`src/rtl/rmsr_pkg.sv`:
```
package rmsr_pkg;

  // Default slot count and the number of slots the registers describe.
  localparam int NUM_SLOTS = 4;
  localparam int REG_SLOTS = 4;

  // Stream widths (payload padded to whole bytes).
  localparam int IN_TDATA_W  = 88;
  localparam int OUT_TDATA_W = 24;
  localparam int CFG_IDX_W   = 2;
  localparam int CFG_DATA_W  = 32;

  localparam logic [15:0] STALE_RESET = 16'd500;

  // Configuration register indexes.
  typedef enum logic [CFG_IDX_W-1:0] {
    REG_SLOT_ENABLE      = 2'd0,
    REG_SLOT_SENSOR_ADDR = 2'd1,
    REG_SLOT_RECV_NODE   = 2'd2,
    REG_STALE_TIMEOUT    = 2'd3
  } cfg_reg_t;

  // Reading kind codes on the input side.
  localparam logic [7:0] READ_VALID     = 8'd1;
  localparam logic [7:0] READ_TOO_CLOSE = 8'd2;
  localparam logic [7:0] READ_TOO_FAR   = 8'd3;

  // Sensor kind codes on the input side.
  localparam logic [7:0] KIND_IN_SONAR = 8'd1;
  localparam logic [7:0] KIND_IN_RADAR = 8'd3;

  // Slot status codes.
  localparam logic [1:0] STATUS_NO_DATA = 2'd0;

  typedef struct packed {
    logic [15:0] stale_timeout_ms;
    logic [27:0] slot_recv_node;
    logic [31:0] slot_sensor_addr;
    logic [3:0]  slot_enable;
  } cfg_t;

  typedef struct packed {
    logic [31:0] now_ms;
    logic [1:0]  poll_slot;
    logic [15:0] range_mm;
    logic [7:0]  sensor_kind_in;
    logic [7:0]  reading_kind;
    logic [7:0]  target_id;
    logic [6:0]  source_node;
    logic [1:0]  can_bus;
    logic        mode;
  } item_t;

  typedef struct packed {
    logic [1:0]  sensor_kind;
    logic [15:0] distance_mm;
    logic [1:0]  slot_status;
    logic [1:0]  slot_index;
    logic        matched;
  } result_t;

  // True for the reading kinds that carry a range.
  function automatic logic is_reading(input logic [7:0] rkind);
    is_reading = (rkind >= READ_VALID) && (rkind <= READ_TOO_FAR);
  endfunction

  // Known sensor kinds map to themselves, anything else to unknown.
  function automatic logic [1:0] map_kind(input logic [7:0] skind);
    if ((skind >= KIND_IN_SONAR) && (skind <= KIND_IN_RADAR)) begin
      map_kind = skind[1:0];
    end else begin
      map_kind = 2'd0;
    end
  endfunction

endpackage

```
`src/rtl/rmsr_cfg_regs.sv`:
```
module rmsr_cfg_regs (
  input  logic                                 clk,
  input  logic                                 rst,
  input  logic                                 cfg_valid,
  output logic                                 cfg_ready,
  input  logic [rmsr_pkg::CFG_IDX_W-1:0]       cfg_index,
  input  logic [rmsr_pkg::CFG_DATA_W-1:0]      cfg_data,
  output rmsr_pkg::cfg_t                       cfg
);
  import rmsr_pkg::*;

  // Writes are taken in any cycle.
  assign cfg_ready = 1'b1;

  // Register file, each value masked to its width.
  always_ff @(posedge clk) begin
    if (rst) begin
      cfg.slot_enable      <= '0;
      cfg.slot_sensor_addr <= '0;
      cfg.slot_recv_node   <= '0;
      cfg.stale_timeout_ms <= STALE_RESET;
    end else if (cfg_valid) begin
      case (cfg_reg_t'(cfg_index))
        REG_SLOT_ENABLE:      cfg.slot_enable      <= cfg_data[3:0];
        REG_SLOT_SENSOR_ADDR: cfg.slot_sensor_addr <= cfg_data[31:0];
        REG_SLOT_RECV_NODE:   cfg.slot_recv_node   <= cfg_data[27:0];
        REG_STALE_TIMEOUT:    cfg.stale_timeout_ms <= cfg_data[15:0];
        default: ;
      endcase
    end
  end

endmodule

```
`src/rtl/rmsr_slot_match.sv`:
```
module rmsr_slot_match #(
  parameter int SLOTS = rmsr_pkg::NUM_SLOTS
) (
  input  rmsr_pkg::cfg_t     cfg,
  input  rmsr_pkg::item_t    item,
  input  logic [SLOTS-1:0]   bound_valid,
  input  logic [1:0]         bound_bus [SLOTS],
  input  logic [6:0]         bound_node [SLOTS],
  output logic [SLOTS-1:0]   sel_oh,
  output logic [SLOTS-1:0]   release_oh,
  output logic [1:0]         sel_idx
);
  import rmsr_pkg::*;

  logic [SLOTS-1:0] cfg_hit;
  logic [SLOTS-1:0] bnd_hit;
  logic [SLOTS-1:0] unb_hit;
  logic [SLOTS-1:0] cfg_oh;
  logic [SLOTS-1:0] bnd_oh;
  logic [SLOTS-1:0] unb_oh;

  // Classify every slot; slots past the register range are never enabled.
  for (genvar g = 0; g < SLOTS; g++) begin : g_slot
    if (g < REG_SLOTS) begin : g_live
      logic       cand;
      logic [6:0] rv;
      assign cand = cfg.slot_enable[g] &&
                    (cfg.slot_sensor_addr[8*g +: 8] == item.target_id);
      assign rv   = cfg.slot_recv_node[7*g +: 7];
      assign cfg_hit[g] = cand && (rv != 7'd0) && (rv == item.source_node);
      assign unb_hit[g] = cand && (rv == 7'd0) && !bound_valid[g];
      assign bnd_hit[g] = cand && (rv == 7'd0) && bound_valid[g] &&
                          (bound_bus[g] == item.can_bus) &&
                          (bound_node[g] == item.source_node);
    end else begin : g_dead
      assign cfg_hit[g] = 1'b0;
      assign unb_hit[g] = 1'b0;
      assign bnd_hit[g] = 1'b0;
    end
  end

  // Lowest configured and unbound candidates, highest bound candidate.
  assign cfg_oh = cfg_hit & (~cfg_hit + SLOTS'(1));
  assign unb_oh = unb_hit & (~unb_hit + SLOTS'(1));

  always_comb begin
    logic found;
    found  = 1'b0;
    bnd_oh = '0;
    for (int i = SLOTS - 1; i >= 0; i--) begin
      if (bnd_hit[i] && !found) begin
        bnd_oh[i] = 1'b1;
        found     = 1'b1;
      end
    end
  end

  // A configured match wins and releases the highest bound match.
  always_comb begin
    if (|cfg_oh) begin
      sel_oh     = cfg_oh;
      release_oh = bnd_oh;
    end else if (|bnd_oh) begin
      sel_oh     = bnd_oh;
      release_oh = '0;
    end else begin
      sel_oh     = unb_oh;
      release_oh = '0;
    end
  end

  // Encode the chosen slot; only the low four slots can ever be chosen.
  always_comb begin
    sel_idx = 2'd0;
    for (int i = 0; i < SLOTS; i++) begin
      if (sel_oh[i]) begin
        sel_idx = sel_idx | 2'(i);
      end
    end
  end

endmodule

```
`src/rtl/rmsr_slot_store.sv`:
```
module rmsr_slot_store #(
  parameter int SLOTS = rmsr_pkg::NUM_SLOTS
) (
  input  logic                clk,
  input  logic                rst,
  input  logic                fire,
  input  rmsr_pkg::cfg_t      cfg,
  input  rmsr_pkg::item_t     item,
  input  logic [SLOTS-1:0]    sel_oh,
  input  logic [SLOTS-1:0]    release_oh,
  input  logic [1:0]          sel_idx,
  output logic [SLOTS-1:0]    bound_valid,
  output logic [1:0]          bound_bus [SLOTS],
  output logic [6:0]          bound_node [SLOTS],
  output rmsr_pkg::result_t   result
);
  import rmsr_pkg::*;

  logic [15:0] pending_range     [SLOTS];
  logic [31:0] last_reading_time [SLOTS];
  logic [1:0]  pending_status    [SLOTS];
  logic [SLOTS-1:0] fresh_flag;
  logic [1:0]  reported_status   [SLOTS];
  logic [15:0] reported_range    [SLOTS];
  logic [1:0]  kind_store        [SLOTS];

  logic [SLOTS-1:0] poll_oh;
  logic [SLOTS-1:0] read_oh;
  logic [15:0] rd_prange;
  logic [31:0] rd_time;
  logic [1:0]  rd_pstatus;
  logic        rd_fresh;
  logic [1:0]  rd_rstatus;
  logic [15:0] rd_rrange;
  logic [1:0]  rd_kind;
  logic [31:0] age;
  logic        stale;
  logic        reading;
  logic [1:0]  new_kind;
  logic        msg_fire;
  logic        poll_fire;

  // Poll decode; a poll past the last slot selects nothing.
  always_comb begin
    for (int i = 0; i < SLOTS; i++) begin
      poll_oh[i] = (32'(item.poll_slot) == 32'(i));
    end
  end

  assign read_oh = item.mode ? poll_oh : sel_oh;

  // One-hot read of the addressed slot.
  always_comb begin
    rd_prange  = '0;
    rd_time    = '0;
    rd_pstatus = '0;
    rd_fresh   = 1'b0;
    rd_rstatus = '0;
    rd_rrange  = '0;
    rd_kind    = '0;
    for (int i = 0; i < SLOTS; i++) begin
      if (read_oh[i]) begin
        rd_prange  = rd_prange  | pending_range[i];
        rd_time    = rd_time    | last_reading_time[i];
        rd_pstatus = rd_pstatus | pending_status[i];
        rd_fresh   = rd_fresh   | fresh_flag[i];
        rd_rstatus = rd_rstatus | reported_status[i];
        rd_rrange  = rd_rrange  | reported_range[i];
        rd_kind    = rd_kind    | kind_store[i];
      end
    end
  end

  // Age check wraps with the millisecond counter.
  assign age      = item.now_ms - rd_time;
  assign stale    = age > {16'd0, cfg.stale_timeout_ms};
  assign reading  = is_reading(item.reading_kind);
  assign new_kind = map_kind(item.sensor_kind_in);

  assign msg_fire  = fire && !item.mode;
  assign poll_fire = fire && item.mode;

  // Result of the item, all zero when nothing matched.
  always_comb begin
    result = '0;
    if (item.mode) begin
      if (|poll_oh) begin
        result.matched   = 1'b1;
        result.slot_index = item.poll_slot;
        result.sensor_kind = rd_kind;
        if (stale) begin
          result.slot_status = STATUS_NO_DATA;
          result.distance_mm = rd_rrange;
        end else if (rd_fresh) begin
          result.slot_status = rd_pstatus;
          result.distance_mm = rd_prange;
        end else begin
          result.slot_status = rd_rstatus;
          result.distance_mm = rd_rrange;
        end
      end
    end else if (|sel_oh) begin
      result.matched     = 1'b1;
      result.slot_index  = sel_idx;
      result.sensor_kind = new_kind;
      result.slot_status = reading ? item.reading_kind[1:0] : rd_pstatus;
      result.distance_mm = reading ? item.range_mm : rd_prange;
    end
  end

  // Per-slot state update.
  always_ff @(posedge clk) begin
    if (rst) begin
      bound_valid <= '0;
      fresh_flag  <= '0;
      for (int i = 0; i < SLOTS; i++) begin
        bound_bus[i]         <= '0;
        bound_node[i]        <= '0;
        pending_range[i]     <= '0;
        last_reading_time[i] <= '0;
        pending_status[i]    <= '0;
        reported_status[i]   <= STATUS_NO_DATA;
        reported_range[i]    <= '0;
        kind_store[i]        <= '0;
      end
    end else begin
      for (int i = 0; i < SLOTS; i++) begin
        if (msg_fire && release_oh[i]) begin
          bound_valid[i] <= 1'b0;
        end
        if (msg_fire && sel_oh[i]) begin
          bound_valid[i] <= 1'b1;
          bound_bus[i]   <= item.can_bus;
          bound_node[i]  <= item.source_node;
          kind_store[i]  <= new_kind;
          if (reading) begin
            pending_range[i]     <= item.range_mm;
            last_reading_time[i] <= item.now_ms;
            pending_status[i]    <= item.reading_kind[1:0];
            fresh_flag[i]        <= 1'b1;
          end
        end
        if (poll_fire && poll_oh[i]) begin
          if (stale) begin
            reported_status[i] <= STATUS_NO_DATA;
          end else if (fresh_flag[i]) begin
            reported_range[i]  <= pending_range[i];
            reported_status[i] <= pending_status[i];
            fresh_flag[i]      <= 1'b0;
          end
        end
      end
    end
  end

endmodule

```
`src/rtl/range_message_slot_router_unit.sv`:
```
// Channel   Direction  Handshake            Payload
// s_*       in         s_tvalid / s_tready  s_tuser = mode, s_tdata = message or poll fields
// m_*       out        m_tvalid / m_tready  m_tuser = matched, m_tdata = slot result
// cfg_*     in         cfg_valid/cfg_ready  cfg_index = register, cfg_data = value
//
// One transaction per cycle while m_tready holds; an item waits in the input register
// until the output stage can advance, then its result is offered from the output register.
// Throughput is set by the single pass from the input register through the slot
// match and the slot state update into the output register.
// rst is synchronous: it clears all slot state and loads the timeout with 500 ms.
// A stalled output holds its result and the input register; s_tready falls only
// while both stages are full.
module range_message_slot_router_unit #(
  parameter int SLOTS = rmsr_pkg::NUM_SLOTS
) (
  input  logic                                  clk,
  input  logic                                  rst,
  input  logic                                  s_tvalid,
  output logic                                  s_tready,
  // can_bus[1:0], source_node[8:2], target_id[16:9], reading_kind[24:17],
  // sensor_kind_in[32:25], range_mm[48:33], poll_slot[50:49], now_ms[82:51]
  input  logic [rmsr_pkg::IN_TDATA_W-1:0]       s_tdata,
  // mode[0]
  input  logic                                  s_tuser,
  output logic                                  m_tvalid,
  input  logic                                  m_tready,
  // slot_index[1:0], slot_status[3:2], distance_mm[19:4], sensor_kind[21:20]
  output logic [rmsr_pkg::OUT_TDATA_W-1:0]      m_tdata,
  // matched[0]
  output logic                                  m_tuser,
  input  logic                                  cfg_valid,
  output logic                                  cfg_ready,
  input  logic [rmsr_pkg::CFG_IDX_W-1:0]        cfg_index,
  input  logic [rmsr_pkg::CFG_DATA_W-1:0]       cfg_data
);
  import rmsr_pkg::*;

  cfg_t        cfg;
  item_t       in_item;
  logic        in_valid;
  result_t     out_res;
  logic        out_valid;
  result_t     result;
  logic        advance;
  logic        fire;
  logic        s_fire;

  logic [SLOTS-1:0] bound_valid;
  logic [1:0]       bound_bus [SLOTS];
  logic [6:0]       bound_node [SLOTS];
  logic [SLOTS-1:0] sel_oh;
  logic [SLOTS-1:0] release_oh;
  logic [1:0]       sel_idx;

  rmsr_cfg_regs u_cfg (
    .clk       (clk),
    .rst       (rst),
    .cfg_valid (cfg_valid),
    .cfg_ready (cfg_ready),
    .cfg_index (cfg_index),
    .cfg_data  (cfg_data),
    .cfg       (cfg)
  );

  // Handshake between the two register stages.
  assign advance  = !out_valid || m_tready;
  assign fire     = in_valid && advance;
  assign s_tready = !in_valid || advance;
  assign s_fire   = s_tvalid && s_tready;

  // Input register.
  always_ff @(posedge clk) begin
    if (rst) begin
      in_valid <= 1'b0;
    end else if (s_fire) begin
      in_valid <= 1'b1;
    end else if (fire) begin
      in_valid <= 1'b0;
    end
  end

  always_ff @(posedge clk) begin
    if (s_fire) begin
      in_item.mode           <= s_tuser;
      in_item.can_bus        <= s_tdata[1:0];
      in_item.source_node    <= s_tdata[8:2];
      in_item.target_id      <= s_tdata[16:9];
      in_item.reading_kind   <= s_tdata[24:17];
      in_item.sensor_kind_in <= s_tdata[32:25];
      in_item.range_mm       <= s_tdata[48:33];
      in_item.poll_slot      <= s_tdata[50:49];
      in_item.now_ms         <= s_tdata[82:51];
    end
  end

  rmsr_slot_match #(.SLOTS(SLOTS)) u_match (
    .cfg         (cfg),
    .item        (in_item),
    .bound_valid (bound_valid),
    .bound_bus   (bound_bus),
    .bound_node  (bound_node),
    .sel_oh      (sel_oh),
    .release_oh  (release_oh),
    .sel_idx     (sel_idx)
  );

  rmsr_slot_store #(.SLOTS(SLOTS)) u_store (
    .clk         (clk),
    .rst         (rst),
    .fire        (fire),
    .cfg         (cfg),
    .item        (in_item),
    .sel_oh      (sel_oh),
    .release_oh  (release_oh),
    .sel_idx     (sel_idx),
    .bound_valid (bound_valid),
    .bound_bus   (bound_bus),
    .bound_node  (bound_node),
    .result      (result)
  );

  // Output register.
  always_ff @(posedge clk) begin
    if (rst) begin
      out_valid <= 1'b0;
    end else if (fire) begin
      out_valid <= 1'b1;
    end else if (m_tready) begin
      out_valid <= 1'b0;
    end
  end

  always_ff @(posedge clk) begin
    if (fire) begin
      out_res <= result;
    end
  end

  assign m_tvalid = out_valid;
  assign m_tuser  = out_res.matched;
  assign m_tdata  = {2'b00, out_res.sensor_kind, out_res.distance_mm,
                     out_res.slot_status, out_res.slot_index};

  // A result with no matching slot carries all-zero fields.
  a_unmatched_zero: assert property (@(posedge clk) disable iff (rst)
    (m_tvalid && !m_tuser) |-> (m_tdata == '0))
    else $error("unmatched result carries nonzero fields");

  // The input side only stalls while a full output stage is held.
  a_stall_cause: assert property (@(posedge clk) disable iff (rst)
    !s_tready |-> (in_valid && out_valid && !m_tready))
    else $error("input stalled without an output stall");

  // Reset loads the default stale timeout.
  a_reset_timeout: assert property (@(posedge clk)
    rst |=> (cfg.stale_timeout_ms == STALE_RESET))
    else $error("stale timeout not at its reset value");

  // An item that fires from the input register always reaches the output stage.
  a_fire_loads: assert property (@(posedge clk) disable iff (rst)
    fire |=> m_tvalid)
    else $error("processed item did not reach the output stage");

endmodule

```
`config.mk`:
```
export PLATFORM = sky130hd
export DESIGN_NAME = range_message_slot_router_unit
export DESIGN_NICKNAME = d
export VERILOG_FILES = /design/src/rtl/rmsr_pkg.sv /design/src/rtl/rmsr_cfg_regs.sv /design/src/rtl/rmsr_slot_match.sv /design/src/rtl/rmsr_slot_store.sv /design/src/rtl/range_message_slot_router_unit.sv
export SDC_FILE = /design/constraint.sdc
export NUM_CORES = 1
export LEC_CHECK = 0
export BUFFER_PORTS_ARGS = -buffer_cell sky130_fd_sc_hd__buf_2
export CORE_ASPECT_RATIO = 1.2
export CORE_MARGIN = 5
export CORE_UTILIZATION = 54
export CTS_CLUSTER_DIAMETER = 120
export DETAILED_ROUTE_END_ITERATION = 10
export PLACE_DENSITY = 0.68
export SKIP_LAST_GASP = 1
export SYNTH_ARGS = -nofsm -noshare
export SYNTH_HDL_FRONTEND = slang
export SYNTH_HIERARCHICAL = 1
export SYNTH_SLANG_ARGS = --single-unit
```
`constraint.sdc`:
```
create_clock -name clk -period 8.1 [get_ports clk]
set_clock_uncertainty 0.2 [all_clocks]
set_input_delay 0.81 -clock clk [delete_from_list [all_inputs] [get_ports clk]]
set_output_delay 0.81 -clock clk [all_outputs]
set_load 0.005 [all_outputs]
```
==> results.yml, run 1 <==
run_status:
  outcome: "finished, final reports clean"
place:
  numPortBuffers: 147
  gp_congestion: 0.8698
  placed_area_um2: 27290
  dp_hpwl_mm: 41.57
clocking:
  clkTransAtPathRegs_ns: 0.06
  h-tree-depth: 2
  cts_tree: "built"
  insertion_delay_ns: 0.61
  clockBufferDepth: 3
  cts_buffers: 52
  cts.sinks: 513
  postCtsHoldBufs: 0
  ctsRootBufferMaster: "clkbuf_16"
setup_path:
  crit_path_start_kind: "flip-flop"
  crit_type: "flip-flop to flip-flop"
  crit_slowest_cell: "or4_4"
  cp_max_fo: 8
  crit_required_ns: 8.24
  cp_common_cell: "buf_4"
  crit_path_end_kind: "flip-flop"
  max_stage_delay_ns: 0.55
  arrival_ns: 7.96
timing:
  tightest_slew_ns: 1.088
  setup_violations: 0
  slew_headroom_pct: 27.28
  maxSlewViolCount: 0
  hold_violations: 0
  hold_ws_ns: 0.1732
  fin_crit_ns: 7.816
  period_share_pct: 96.50
  max_freq_mhz: 127.9
grt:
  antenna_found_initial: 0
  track_usage_pct: 24.02
  grt_max_degree: 152
  grt_pass1_vias: 18270
  grt_pass1_wl_mm: 100.5
  grt_overflow: 0
worst_hold_path:
  hold_class: "input pin to flip-flop"
layout:
  design_area_um2: 29620
  num-fill-cells: 3776
  drive_gt1_share_pct: 18.68
  area_growth_pct: 15.58
  postLayoutCoreUtil_pct: 62.98
  antenna_cells: 0
  nets: 2603
floorplan:
  die_area_um2: 51920
  ioPinCount: 156
  start_util_pct: 54.49
  die_x_um: 208.9
  die_y_um: 248.6
  core_um2: 47030
  rows: 87
synth:
  synth_area_um2: 25620
  synth_cell_types: 93
  synthArstFlopShare_pct: 0
  yosysWarnings: 6
  ys_seq_area_share_pct: 55.20
  synth_area_per_cell_um2: 11.35
  synth_top_area_share_pct: 45.35
  synth_enable_flop_cells: 387
  ys_ff_latch: 513
  synthFlopType: "edfxtp_1"
  synth_top_area_cell: "edfxtp_1"
  yosysMostFrequentCell: "edfxtp_1"
  synthCells: 2257
  yosys-top-cells-count: "387 x edfxtp_1, 208 x and2_1, 192 x nand2_1, 186 x nand2b_1, 126 x dfxtp_1"
  ys_top_cells_by_area: "edfxtp_1 45%, dfxtp_1 9.8%, and2_1 5.1%, nand2b_1 4.5%, mux2i_1 3.2%"
route:
  ant_nets: 0
  drt_wl_total_mm: 65.58
  wire_per_inst_um: 21.22
  dr_total_vias: 18140
  drc_errors: 0
  avgViaCountPerCell: 5.870
  first_iter_violations: 1500
  drt_first_pass_iters: 6
power_and_ir_drop:
  irDropWorstVdd_uv: 172.0
  power_density_nw_per_um2: 208.1
  leakagePower_nw: 11.08
  power_mw: 6.162
job:
  maxCapViolCount: 0
[layout by cell type (no fill, tap or decap), types with 9 or more instances in the layout]
cell	netlist	routed
clkinv_2	0	9
o21a_1	16	16
inv_1	28	28
dfxtp_1	126	126
edfxtp_1	387	387
clkbuf_16	0	56
nor2b_1	11	11
a21oi_1	83	82
nand4_1	24	24
o211ai_1	39	39
nand2_1	192	188
o21ai_0	40	39
nand3_1	17	15
a22o_1	38	38
a21o_1	16	12
a221oi_1	33	29
nand2b_1	186	186
nor3_1	40	30
ha_1	49	49
buf_4	7	116
buf_2	26	146
a22oi_1	72	72
xnor2_1	79	77
nor4_2	19	20
nor2_1	71	70
xor2_1	37	37
bufinv_16	0	10
mux2i_1	83	83
nor4_1	74	72
and2_1	208	207
clkinv_1	0	9
[power by group]
part / total (mW) / internal [mW] / switching [mW]
Sequential: 2.98 / 2.92 / 0.0622
Combinational: 0.623 / 0.260 / 0.362
Clock: 2.56 / 1.53 / 1.03
[routing by layer]
metal,track usage [%],vias up,share of wire [%]
li1,-,8570,-
met1,30.68,8842,41
met2,42.50,590,51
met3,3.517,141,5.3
met4,7.124,0,2.8
met5,0,-,0
[layout make-up]
type	count	area [um^2]	share of cell area, %
clock buffers	57	1351	4.563
multi-input cells	1554	10890	36.76
repair buffers	276	1874	6.329
well taps	623	779.5	2.632
inverters	28	105.1	0.3549
flip-flops and latches	513	14140	47.76
clock inverters	40	476.7	1.610
[logic make-up after synthesis]
logic type	Yosys count	synth area share, %
AO/OA/AOI/OAI	399	11.30
XOR/XNOR	118	4.092
adder cells (fa/ha/maj)	50	2.471
buffers and inverters	192	3.394
flip-flops	513	55.20
multiplexers	84	3.286
other	2	0.02931
AND/OR/NAND/NOR	899	20.23
[stage by stage]
| stage | cells | TNS [ns] | setup slack, ns |
|---|---|---|---|
| 2_1_floorplan | 2258 | 0 | 0.5679 |
| 3_3_place_gp | 2968 | 0 | 0.1078 |
| 3_5_place_dp | 2968 | 0 | 0.01778 |
| 4_1_cts | 3065 | 0 | 0.07567 |
| 5_1_grt | 3091 | -0.007620 | -0.004705 |
| 6_report | 3091 | 0 | 0.2839 |
[state kept, by name, indices dropped and copies added (netlist names)]
| name | flops |
|---|---|
| m_tdata | 22 |
| u_store/reported_range | 64 |
| in_valid | 1 |
| m_tuser | 1 |
| u_store/bound_valid | 4 |
| u_store/pending_status | 8 |
| u_store/pending_range | 64 |
| m_tvalid | 1 |
| u_store/bound_node | 28 |
| u_store/kind_store | 8 |
| u_store/fresh_flag | 4 |
| u_store/reported_status | 8 |
| in_item | 84 |
| u_store/bound_bus | 8 |
| u_store/last_reading_time | 128 |
| u_cfg/cfg | 80 |
[critical path: cells and delay by family (launching register included)]
kind / cells / cell delay, ns
buffers and inverters: 8 / 1.22
adder cells (fa/ha/maj): 2 / 0.70
XOR/XNOR: 2 / 0.44
flip-flops: 1 / 0.51
AO/OA/AOI/OAI: 10 / 1.76
AND/OR/NAND/NOR: 12 / 2.74
[final timing paths]
kind                                             from                                           to  slack [ns]  cells past startpoint
setup reg to reg                in_item[11]$_DFFE_PP_  u_store/reported_status[3][1]$_SDFFCE_PN0P_        0.28                     34
setup / recovery                in_item[11]$_DFFE_PP_  u_store/reported_status[3][1]$_SDFFCE_PN0P_        0.28                     34
hold / removal                             s_tdata[4]                         in_item[5]$_DFFE_PP_        0.17                      1
hold reg to reg   u_store/bound_node[12]$_SDFFE_PP0P_          u_store/bound_node[12]$_SDFFE_PP0P_        0.27                      2
[repair_timing]
item / CTS / global route
setup buffers: 0 / 22
gates cloned: 0 / 4
gates resized for setup: 2 / 42
pin swaps: 0 / 26
endpoints found under the setup margin: 31 / 161
hold endpoints to repair: 0 / 0
Note: power is estimated with default switching activity, not from simulation.
==> run 2, diff against run 1 <==
- MAX_ROUTING_LAYER: default -> met4
==> run 2 against run 1 <==
Global-route usage is 0.65 points higher. Wire length decreased by 1.1%. Maximum frequency is 0.19% higher. Hold slack better by 0.0057 ns.
==> results.yml, run 2 (synthesized netlist as in run 1, its figures left out) <==
run_status:
  outcome: "finished, final reports clean"
timing:
  period_share_pct: 96.32
  slew_headroom_pct: 22.72
  max_freq_mhz: 128.2
  tightest_slew_ns: 1.159
  maxSlewViolCount: 0
  fin_crit_ns: 7.802
  hold_violations: 0
  setup_violations: 0
  rsz0062_at_grt: "no"
route:
  drt_first_pass_iters: 5
  drc_errors: 0
  drt_wl_total_mm: 64.83
  first_iter_violations: 1441
  ant_nets: 0
  avgViaCountPerCell: 5.872
  dr_total_vias: 18050
  wire_per_inst_um: 21.09
place:
  numPortBuffers: 147
  dp_hpwl_mm: 41.58
  placed_area_um2: 27200
  gp_congestion: 0.8943
power_and_ir_drop:
  power_mw: 5.968
  irDropWorstVdd_uv: 155.8
  power_density_nw_per_um2: 204.1
  leakagePower_nw: 10.88
grt:
  antenna_found_initial: 2
  grt_pass1_vias: 18290
  grt_max_degree: 152
  grt_overflow: 0
  grt_pass1_wl_mm: 99.89
  track_usage_pct: 24.67
setup_path:
  crit_required_ns: 8.21
  crit_path_start_kind: "flip-flop"
  r2r_end: "u_store/reported_range[3][5]$_SDFFCE_PN0P_"
  reg2reg_depth: 34
  arrival_ns: 7.91
  crit_path_end_kind: "flip-flop"
  path_buf_inv: 5
  cp_top_family: "simple AND/OR/NAND/NOR gates"
  cp_max_fo: 16
  worstReg2RegStart: "in_item[11]$_DFFE_PP_"
  regToRegSetupSlack_ns: 0.30
  crit_type: "flip-flop to flip-flop"
  max_stage_delay_ns: 0.56
  crit_slowest_cell: "or4_4"
worst_hold_path:
  hold_end: "in_item[40]$_DFFE_PP_"
  min_from: "s_tdata[39]"
  hold_class: "input pin to flip-flop"
  hold_path_depth: 1
clocking:
  insertion_delay_ns: 0.60
  ctsRootBufferMaster: "clkbuf_16"
  cts_buffers: 53
  h-tree-depth: 2
  clockBufferDepth: 3
  clkTransAtPathRegs_ns: 0.06
  cts_tree: "built"
  cts.sinks: 513
  postCtsHoldBufs: 0
layout:
  drive_gt1_share_pct: 17.44
  num-fill-cells: 3821
  area_growth_pct: 14.13
  design_area_um2: 29240
  top_register: "u_store/last_reading_time"
  layout_commonest_cell: "edfxtp_1"
  largestRegisters: "u_store/last_reading_time: 128 flops, in_item: 84 flops, u_cfg/cfg: 80 flops"
  largest_reg_flops: 128
  postLayoutCoreUtil_pct: 62.19
  nets: 2582
  layout_common_cells: "387 x edfxtp_1, 207 x and2_1, 188 x nand2_1, 186 x nand2b_1, 146 x buf_2"
floorplan:
  die_y_um: 248.6
  rows: 87
  core_um2: 47030
  ioPinCount: 156
  start_util_pct: 54.49
  die_x_um: 208.9
  die_area_um2: 51920
job:
  maxCapViolCount: 0
## run 2: worst register-to-register path: cells and delay by family, from the launching register on
family | cells | cell delay, ns
AO/OA/AOI/OAI | 12 | 2.15
XOR/XNOR | 2 | 0.36
flip-flops | 1 | 0.52
AND/OR/NAND/NOR | 13 | 2.85
adder cells (fa/ha/maj) | 2 | 0.56
buffers and inverters | 5 | 0.86
## run 2: through the flow
step	hold slack, ns	setup WS, ns	instances	setup TNS [ns]
2_1_floorplan	0.2478	0.5679	2258	0
3_3_place_gp	0.2533	0.2061	2957	0
3_5_place_dp	0.2592	-0.004696	2957	-0.01652
4_1_cts	0.1516	0.02125	3057	0
5_1_grt	0.1528	0.02638	3074	0
6_report	0.1789	0.2984	3074	0
## run 2: final cells by class
type | count | area [um^2] | share of cell area, %
antenna | 2 | 5.005 | 0.01711
clock buffer | 71 | 1456 | 4.980
clock inverter | 29 | 229.0 | 0.7830
inverter | 28 | 105.1 | 0.3594
multi-input combinational | 1554 | 10860 | 37.15
sequential | 513 | 14140 | 48.36
tap | 623 | 779.5 | 2.665
timing repair buffer | 254 | 1662 | 5.682
## run 2: repair_timing
action                                  4_1_cts  5_1_grt
gates resized for setup                       2       38
endpoints found under the setup margin       85      166
cloned                                        0        2
setup buffers                                 0       13
pin swaps                                     0       13
## run 2: power by group
group | total (mW) | switching [mW] | internal, mW
Clock | 2.37 | 1.01 | 1.36
Combinational | 0.616 | 0.362 | 0.254
Sequential | 2.98 | 0.0636 | 2.92
## run 2: worst max-delay path by stage
stage | start | endpoint | cells after the start
after floorplan | u_cfg/cfg[45]$_SDFFE_PP0P_ | u_store/reported_range[0][0]$_SDFFCE_PN0P_ | 31
after global placement | in_item[11]$_DFFE_PP_ | u_store/reported_range[0][5]$_SDFFCE_PN0P_ | 34
after detailed placement | in_item[11]$_DFFE_PP_ | u_store/reported_range[0][2]$_SDFFCE_PN0P_ | 33
after CTS | in_item[11]$_DFFE_PP_ | u_store/reported_range[0][5]$_SDFFCE_PN0P_ | 32
after global routing | in_item[11]$_DFFE_PP_ | u_store/reported_range[3][3]$_SDFFCE_PN0P_ | 33
final | in_item[11]$_DFFE_PP_ | u_store/reported_range[3][5]$_SDFFCE_PN0P_ | 34
## run 2: metal layers
layer / wire length (um) / global-route usage [%] / vias to the layer above / share of wire, %
met2: 33090 / 42.73 / 549 / 51
met5: 0 / - / - / 0
met4: 1966 / 7.684 / 0 / 3.0
met3: 3643 / 3.870 / 158 / 5.6
li1: - / - / 8536 / -
met1: 26130 / 29.79 / 8806 / 40
